===== config.mk =====
export PLATFORM = sky130hd
export DESIGN_NAME = jsu_fifo
export DESIGN_NICKNAME = d
export VERILOG_FILES = /design/src/hw/rtl/jsu_pkg.sv /design/src/hw/rtl/jsu_fifo.sv
export SDC_FILE = /design/constraint.sdc
export NUM_CORES = 1
export LEC_CHECK = 0
export BUFFER_PORTS_ARGS = -buffer_cell sky130_fd_sc_hd__buf_2
export CAP_MARGIN = 5
export CORE_MARGIN = 1.5
export CORE_UTILIZATION = 50
export CTS_CLUSTER_SIZE = 8
export DETAILED_ROUTE_END_ITERATION = 16
export PLACE_DENSITY = 0.7
export REMOVE_ABC_BUFFERS = 1
export SLEW_MARGIN = 20
export SYNTH_ARGS = -nofsm -noshare
export SYNTH_HDL_FRONTEND = slang
export SYNTH_SLANG_ARGS = --single-unit

===== constraint.sdc =====
create_clock -name clk -period 2.74 [get_ports clk]
set_clock_uncertainty 0.2 [all_clocks]
set_input_delay 0.548 -clock clk [delete_from_list [all_inputs] [get_ports clk]]
set_output_delay 0.548 -clock clk [all_outputs]
set_load 0.01 [all_outputs]

===== src/hw/rtl/jsu_pkg.sv =====
package jsu_pkg;

    // Default depth of the request queue between front and back.
    localparam int FIFO_DEPTH_DEF = 4;

    typedef enum logic [2:0] {
        PH_IDLE,
        PH_STR,
        PH_ESC,
        PH_HEX1,
        PH_PAIR_BS,
        PH_PAIR_U,
        PH_HEX2
    } phase_t;

    typedef enum logic [1:0] {
        KIND_DATA  = 2'd0,
        KIND_CLOSE = 2'd1,
        KIND_ERR   = 2'd2
    } kind_t;

    typedef struct packed {
        logic [7:0] in_byte;
        logic       start_req;
        logic       input_ends;
    } in_item_t;

    typedef struct packed {
        logic [7:0] out_byte;
        kind_t      kind;
        logic       last;
    } out_item_t;

    // One queued request: up to four result bytes, index of the last one, kind.
    typedef struct packed {
        logic [3:0][7:0] bytes;
        logic [1:0]      last_idx;
        kind_t           kind;
    } pkt_t;

endpackage


===== src/hw/rtl/jsu_fifo.sv =====
module jsu_fifo
    import jsu_pkg::*;
#(
    parameter int DEPTH = FIFO_DEPTH_DEF
)
(
    input  logic clk,
    input  logic rst_n,
    input  logic push,
    input  pkt_t push_pkt,
    input  logic pop,
    output pkt_t pop_pkt,
    output logic full,
    output logic empty
);

    localparam int PW = (DEPTH > 1) ? $clog2(DEPTH) : 1;
    localparam int CW = $clog2(DEPTH + 1);

    pkt_t          mem [DEPTH];
    logic [PW-1:0] wr_ptr_reg;
    logic [PW-1:0] rd_ptr_reg;
    logic [CW-1:0] cnt_reg;

    assign full    = (cnt_reg == CW'(DEPTH));
    assign empty   = (cnt_reg == '0);
    assign pop_pkt = mem[rd_ptr_reg];

    always_ff @(posedge clk)
    begin
        if (push)
        begin
            mem[wr_ptr_reg] <= push_pkt;
        end
    end

    always_ff @(posedge clk or negedge rst_n)
    begin
        if (!rst_n)
        begin
            wr_ptr_reg <= '0;
            rd_ptr_reg <= '0;
            cnt_reg    <= '0;
        end
        else
        begin
            if (push)
            begin
                wr_ptr_reg <= (wr_ptr_reg == PW'(DEPTH - 1)) ? '0 : wr_ptr_reg + 1'b1;
            end
            if (pop)
            begin
                rd_ptr_reg <= (rd_ptr_reg == PW'(DEPTH - 1)) ? '0 : rd_ptr_reg + 1'b1;
            end
            if (push && !pop)
            begin
                cnt_reg <= cnt_reg + 1'b1;
            end
            else if (pop && !push)
            begin
                cnt_reg <= cnt_reg - 1'b1;
            end
        end
    end

`ifndef SYNTHESIS
    a_no_overflow: assert property (@(posedge clk) disable iff (!rst_n)
        push |-> !full)
        else $error("queue written while full");

    a_no_underflow: assert property (@(posedge clk) disable iff (!rst_n)
        pop |-> !empty)
        else $error("queue read while empty");
`endif

endmodule


== Yosys cells after proc, flatten, opt, wreduce, memory -nomap -nowiden ==
Memory sizes are Yosys's and may differ from the RTL's.
Index checks and enable logic that the tools add are counted.
Operators by class
  bitwise operators: 0
  magnitude comparators: 0
  $mul: 0
  div/mod/pow operators: 0
  equal/unequal tests: 3
  reductions and logical operators: 6
  multiplexer cells: 6
  shifts and indexed selects: 0
  add/sub/neg operators: 4
Operators with widths (number)
  two-way mux 3 bit: 2
  adder 2 x 1 -> 2 bit, second input constant: 2
  equality test 2 bit, second input constant: 2
  two-way mux 2 bit: 2
  adder 3 x 1 -> 3 bit, second input constant: 1
  equality test 3 bit, second input constant: 1
  logical NOT 3 bit: 1
  subtractor 3 x 1 -> 3 bit, second input constant: 1
  logical AND 1 bit: 2
  logical NOT 1 bit: 2
  two-way mux 1 bit: 2
  nonzero test 2 bit: 1
Storage, ports and cells
  RAM bits: 144
  memories kept: 1
  input port bits: 40
  register bits: 7
  memory bits (read-only): 0
  logic and storage cells: 23
  output and inout port bits: 38
  bits in latches: 0
Memory list
  mem: words 4, width 36, read ports 1, clocked after memory_dff 0, write ports 1, line jsu_fifo.sv:20  | pkt_t mem [DEPTH];

== Logic depth before layout (Yosys ltp) ==
Gate-level depths: netlist of the first run.
  depth after elaboration: 4
  mapped depth: 7
  gate-level depth less buffers: 7

== Worst setup path before layout of the first run ==
Ideal clock, no wire load.
  kind: reg2reg
  start: reg wr_ptr_reg[0]
  end: mem mem[2][0] (netlist name) (enable)
  stages on the path, launching flop included: 4
  data arrival time: 1503 ps
  setup time: 397 ps
  slack: 641 ps
  required time: 2143 ps
  buffers on the path: 0
  clock period less this slack: 2099 ps
  path through: dfrtp_1 > inv_1 > ha_1 > and2_1
RTL lines
  start: declaration: line jsu_fifo.sv:21  | logic [PW-1:0] wr_ptr_reg;
  start signal: assignment: line jsu_fifo.sv:49  | wr_ptr_reg <= (wr_ptr_reg == PW'(DEPTH - 1)) ? '0 : wr_ptr_reg + 1'b1;
  end: declaration: line jsu_fifo.sv:20
Straight into the memory's write port.

==> results of run 1 <==
[final timing paths]
path,to,cells after the start,slack (ps)
hold / removal,mem[2][13],1,50
setup reg to reg,mem[0][6],4,820
min in group asynchronous,cnt_reg[1],2,220
setup / recovery,pop_pkt[21],3,140
max in group asynchronous,rd_ptr_reg[1],2,1920
hold reg to reg,cnt_reg[2],1,300
[where the power goes]
part | switching (mW) | internal [mW]
registers | 0.188 | 2.97
logic | 0.953 | 0.972
clock network | 0.892 | 1.76
total | 2.03 | 5.71
[area by class of cell]
| cell class | count | share of cell area, % |
|---|---|---|
| clock buffers | 17 | 5.98 |
| clock inverters | 15 | 3.94 |
| inverters | 4 | 0.217 |
| multi-input cells | 62 | 15.0 |
| flip-flops and latches | 151 | 65.0 |
| well taps | 140 | 2.53 |
| repair buffers | 88 | 7.38 |
[per-layer routing]
layer | up-vias | global-route usage (%)
met4 | 0 | 6.77
met2 | 77 | 27.3
met5 | - | 0
met3 | 7 | 6.34
met1 | 1355 | 23.0
li1 | 1147 | -
[what timing repair did]
item,in CTS,in global routing
hold endpoints to repair,7,0
resized for setup,1,1
setup endpoints to repair,1,3
hold buffers,1,0
pin swaps,0,0
[placed cells by master, fill, tap and decap left out]
| master | instances |
|---|---|
| sky130_fd_sc_hd__and2_2 | 4 |
| sky130_fd_sc_hd__buf_12 | 3 |
| sky130_fd_sc_hd__buf_2 | 77 |
| sky130_fd_sc_hd__buf_4 | 6 |
| sky130_fd_sc_hd__buf_6 | 1 |
| sky130_fd_sc_hd__bufinv_16 | 7 |
| sky130_fd_sc_hd__clkbuf_16 | 16 |
| sky130_fd_sc_hd__clkbuf_8 | 1 |
| sky130_fd_sc_hd__clkinv_2 | 1 |
| sky130_fd_sc_hd__clkinv_4 | 1 |
| sky130_fd_sc_hd__clkinvlp_4 | 3 |
| sky130_fd_sc_hd__dfrtp_1 | 5 |
| sky130_fd_sc_hd__dfrtp_2 | 1 |
| sky130_fd_sc_hd__dfrtp_4 | 1 |
| sky130_fd_sc_hd__dlygate4sd3_1 | 1 |
| sky130_fd_sc_hd__edfxtp_1 | 144 |
| sky130_fd_sc_hd__fa_1 | 1 |
| sky130_fd_sc_hd__ha_1 | 6 |
| sky130_fd_sc_hd__inv_1 | 4 |
| sky130_fd_sc_hd__inv_6 | 3 |
| sky130_fd_sc_hd__mux2_2 | 3 |
| sky130_fd_sc_hd__mux4_2 | 36 |
| sky130_fd_sc_hd__nand2_1 | 2 |
| sky130_fd_sc_hd__nor2_1 | 3 |
| sky130_fd_sc_hd__nor3_1 | 1 |
| sky130_fd_sc_hd__nor3b_1 | 1 |
| sky130_fd_sc_hd__o21ai_0 | 2 |
| sky130_fd_sc_hd__xnor2_1 | 1 |
| sky130_fd_sc_hd__xor2_1 | 2 |
[logic make-up (layout without fill, tap and decap cells)]
kind of cell	count (synthesis)	after routing	synth area share, %
AO/OA/AOI/OAI	2	2	0.178
XOR/XNOR	3	3	0.468
adder cells (fa/ha/maj)	7	7	1.69
buffers and inverters	12	124	1.58
flip-flops	151	151	80.1
multiplexers	39	39	15.0
AND/OR/NAND/NOR	11	11	1.00
[worst reg2reg max path, cell delays in order, from the launching register on]
cell                      delay, ps
sky130_fd_sc_hd__dfrtp_1        420
sky130_fd_sc_hd__inv_1          120
sky130_fd_sc_hd__ha_1           150
sky130_fd_sc_hd__and2_2         410
sky130_fd_sc_hd__buf_4          320
==> results.toml, run 1 <==
[detailed_routing]
via_count = 2586
wl_met1_mm = 4.21
detail_route.first_pass.iterations = 4
detail_route.wl_per_cell_microns = 20.0
drtAntennaViolNets = 0
met3RoutedLength_microns = 525
drt_wl_total_mm = 9.56
first_iter_violations = 116
vias_per_cell = 5.42
dr_wl_met2_mm = 4.75
routed.top_layer = "met4"
drc = 0

[worst_setup_path]
timing.setup.critical_path_class = "reg2out"
startpoint = "rd_ptr_reg[0]"
start_kind = "flop"
critPathSlowestCell = "sky130_fd_sc_hd__mux4_2"
critPathBufInv = 2
slowest_delay_ps = 550
list_of_cells_traversed_by_the_critical_path = "buf_6 -> mux4_2 -> buf_2"
critical-path-top-delay-family = "multiplexers"
regToRegStartpoint = "wr_ptr_reg[0]"
cp_max_fo = 16
critical_path_required_ps = 1990
kind_of_end_point_of_the_critical_path = "output port"
worst-endpoint-arrival_ps = 1850

[place]
numPlacedInstances = 444
post_dp_cell_area_sq_um = 6230
worst_setup_slack_after_placement_ps = 548
dp.final_hpwl_mm = 5.87
portBuffers = 77
gp_congestion = 0.659

[clock_tree]
cts-buffers-inserted = 17
tritoncts_clock_tree = "yes"
clock_tree.root_cell = "sky130_fd_sc_hd__clkbuf_8"
clk_latency_ps = 500
htree_num_levels = 4
postCtsSetupRepairBufs = 0
max-clock-path-buffers = 2
path_clk_slew_ps = 60
clock_net_sink_count = 151

[synth]
synth_edf_count = 144
async_reset_ff_share_pct = 4.64
yosysUniqueCellTypes = 20
synth.most_common_cell = "sky130_fd_sc_hd__edfxtp_1"
yosys-top-cells-area = "sky130_fd_sc_hd__edfxtp_1 77%, sky130_fd_sc_hd__mux4_2 14%, sky130_fd_sc_hd__dfrtp_1 3.1%"
dominantRegCellSynth = "sky130_fd_sc_hd__edfxtp_1"
synth_area_sq_um = 5620
number_of_warnings_reported_in_the_yosys_synthesis_log = 0
syn-instance-count = 225
ys_ff_latch = 151
syn_avg_cell_area_sq_um = 25.0
post-synth-top-area-fraction_pct = 76.9
seq_area_frac_synth_pct = 80.1
synth.largest_area_cell = "sky130_fd_sc_hd__edfxtp_1"
ys_top_cells_by_count = "144 x sky130_fd_sc_hd__edfxtp_1, 36 x sky130_fd_sc_hd__mux4_2, 7 x sky130_fd_sc_hd__dfrtp_1"

[power]
report.power.total_mw = 7.74
cellPowerDensity_nw_per_um2 = 1120
ir_worst_vdd_uv = 671
leakage_nw = 2.45

[floorplanning]
fp.coreArea_sq_um = 10900
floorplan.die.width_microns = 109
floorplan.die.height_microns = 109
initial_core_util_pct = 51.6
die_area_sq_um = 11900
fp-row-count = 38
ioPinCount = 78

[final_layout]
final_cell_area_sq_um = 6930
multiInputGateArea_sq_um = 1040
area_growth_pct = 23.3
n_antenna_cell = 0
final_core_utilization_pct = 63.7
flip_flop_count_of_the_largest_register_all_copies_and_words_added = 144
final.fill_count = 751
final_cells = 477
layout.nets = 371
post_route_cells_drive_above_1_share_pct = 48.7
regArea_sq_um = 4500

[worst_hold_path]
min_path_type = "in2reg"
min-delay-start = "push_pkt[13]"

[sta]
setup_repair_after_global_routing_missed_its_margin = "false"
timing.final.setup_violations = 0
fmaxAchievable_ghz = 0.385
relSlewSlack_pct = 72.3
post_route_fraction_of_the_period_consumed_by_the_critical_path_pct = 94.8
whs_ps = 54.4
slew_violations = 0
report.final.hold_viol_count = 0
worstMarginPinSlew_ps = 416
post-route-worst-setup-slack_ps = 143
fin_setup_tns_ps = 0
period_needed_ps = 2600

[global_route]
grt.total_usage_pct = 17.6
wire_length_of_the_first_global_routing_pass_mm = 14.7
overflow = 0
number_of_global_route_vias_before_repair = 2766
antenna_found_initial = 0
largest_net_degree_at_the_start_of_global_routing = 30

[job]
drv_cap = 0

[outcome]
status = "finished, final reports clean"
Power figures use the tool's default switching activity.
==> run 2, diff against run 1 <==
- CORE_UTILIZATION: 50 -> 30
- PLACE_DENSITY: 0.7 -> 0.46
==> run 2 against run 1 <==
Effect of this change: final cell count is 18% higher; register-to-register slack improved by 70 ps; the flow now finishes with violations (design-rule violations); worst setup slack improved by 66 ps; hold slack better by 93 ps; largest power group unchanged; count of clock-buffer cells in the layout grew 1; first-iteration DRC count rose by 5.2%.
==> results.toml, run 2 (synthesis results as in run 1) <==
[worst_setup_path]
critical-path-top-delay-family = "multiplexers"
cp_max_fo = 21
critPathSlowestCell = "sky130_fd_sc_hd__mux4_2"
timing.setup.critical_path_class = "reg2out"
kind_of_end_point_of_the_critical_path = "output port"
critical_path_required_ps = 1990
list_of_cells_traversed_by_the_critical_path = "buf_12 -> mux4_2 -> buf_2"
r2r_depth = 4
start_kind = "flop"
critPathBufInv = 2
timing.critical_path.depth = 3
worst-endpoint-arrival_ps = 1780
slowest_delay_ps = 550

[floorplanning]
floorplan.die.width_microns = 140
die_area_sq_um = 19600
ioPinCount = 78
fp.coreArea_sq_um = 18100
initial_core_util_pct = 31.0
fp-row-count = 49
floorplan.die.height_microns = 140

[worst_hold_path]
worstHoldPathCells = 1
min_path_type = "in2reg"

[sta]
whs_ps = 147
slew_violations = 0
setup_repair_after_global_routing_missed_its_margin = "false"
relSlewSlack_pct = 76.0
fin_setup_tns_ps = 0
report.final.hold_viol_count = 0
post_route_fraction_of_the_period_consumed_by_the_critical_path_pct = 92.4
worstMarginPinSlew_ps = 360
fmaxAchievable_ghz = 0.395
timing.final.setup_violations = 0
period_needed_ps = 2530

[outcome]
violations = "design-rule violations"
status = "finished, violations left"

[detailed_routing]
drc = 3
vias_per_cell = 4.52
drt_wl_total_mm = 10.7
detail_route.wl_per_cell_microns = 18.9
via_count = 2549
first_iter_violations = 122
detail_route.first_pass.iterations = 10
drtAntennaViolNets = 0

[power]
cellPowerDensity_nw_per_um2 = 1080
report.power.total_mw = 7.56
leakage_nw = 2.42
ir_worst_vdd_uv = 551

[final_layout]
post_route_cells_drive_above_1_share_pct = 46.9
area_growth_pct = 24.5
layout_commonest_cell = "sky130_fd_sc_hd__edfxtp_1"
layout.cells.most_common_list = "144 x sky130_fd_sc_hd__edfxtp_1, 77 x sky130_fd_sc_hd__buf_2, 36 x sky130_fd_sc_hd__mux4_2"
n_antenna_cell = 0
flip_flop_count_of_the_largest_register_all_copies_and_words_added = 144
layout.nets = 369

[global_route]
number_of_global_route_vias_before_repair = 2819
overflow = 0
wire_length_of_the_first_global_routing_pass_mm = 16.4
antenna_found_initial = 0
largest_net_degree_at_the_start_of_global_routing = 37
grt.total_usage_pct = 11.8

[clock_tree]
cts_resized = 0
cts-hold-fix-buffers = 1
clk_latency_ps = 410
max-clock-path-buffers = 2
clock_tree.root_cell = "sky130_fd_sc_hd__clkbuf_16"
cts-buffers-inserted = 17
postCtsSetupRepairBufs = 0
tritoncts_clock_tree = "yes"
path_clk_slew_ps = 60
htree_num_levels = 4
clock_net_sink_count = 151

[place]
gp_congestion = 0.632
portBuffers = 77
dp.final_hpwl_mm = 6.30

[job]
drv_cap = 0
==> run 2: cell count changes in the layout (fill, tap and decap cells not counted), sizes merged <==
cell and delta:
clkinv +3, bufinv -3, buf -2, inv -1, clkbuf +1
==> run 2: worst paths after layout <==
check,startpoint,end,slack [ps]
hold / removal,push_pkt[28],mem[1][28],150
setup / recovery,rd_ptr_reg[0],pop_pkt[19],210
hold reg to reg,cnt_reg[2],cnt_reg[2],300
max in group asynchronous,rst_n,rd_ptr_reg[0],1850
min in group asynchronous,rst_n,wr_ptr_reg[0],300
setup reg to reg,wr_ptr_reg[0],mem[0][31],890
==> run 2: stage by stage <==
step / instances / area (sq um) / setup WS (ps) / utilization, %
6_report: 564 / 7000 / 209 / 38.5
3_5_place_dp: 531 / 6380 / 622 / 35.1
5_1_grt: 564 / 7000 / 127 / 38.5
3_3_place_gp: 531 / 6380 / 619 / 35.1
2_1_floorplan: 217 / 5550 / -263 / -
4_1_cts: 564 / 7000 / 166 / 38.5
==> run 2: cell type report <==
class / instances / area, sq um
clock buffers: 18 / 429
clock inverters: 14 / 180
fillers: 1650 / 11200
inverters: 4 / 15.0
multi-input cells: 62 / 1040
flip-flops and latches: 151 / 4500
well taps: 229 / 287
repair buffers: 86 / 543
==> run 2: worst reg2reg max path, cell delays in order, from the launching register on <==
cell and delay (ps):
sky130_fd_sc_hd__dfrtp_1 410, sky130_fd_sc_hd__inv_1 110, sky130_fd_sc_hd__ha_1 140, sky130_fd_sc_hd__and2_2 370, sky130_fd_sc_hd__buf_12 280
==> run 2: layer usage <==
| metal | track usage (%) | wire length [microns] | up-vias |
|---|---|---|---|
| met2 | 19.0 | 5240 | 59 |
| met4 | 3.99 | 130 | 0 |
| met1 | 14.4 | 4640 | 1336 |
| met3 | 4.82 | 635 | 12 |
| met5 | 0 | 0 | - |
| li1 | - | - | 1142 |
==> run 2: power breakdown <==
group / internal [mW] / leakage, nW / switching (mW)
Clock: 1.51 / 0.287 / 0.880
Sequential: 2.97 / 1.40 / 0.136
Combinational: 1.01 / 0.725 / 1.05
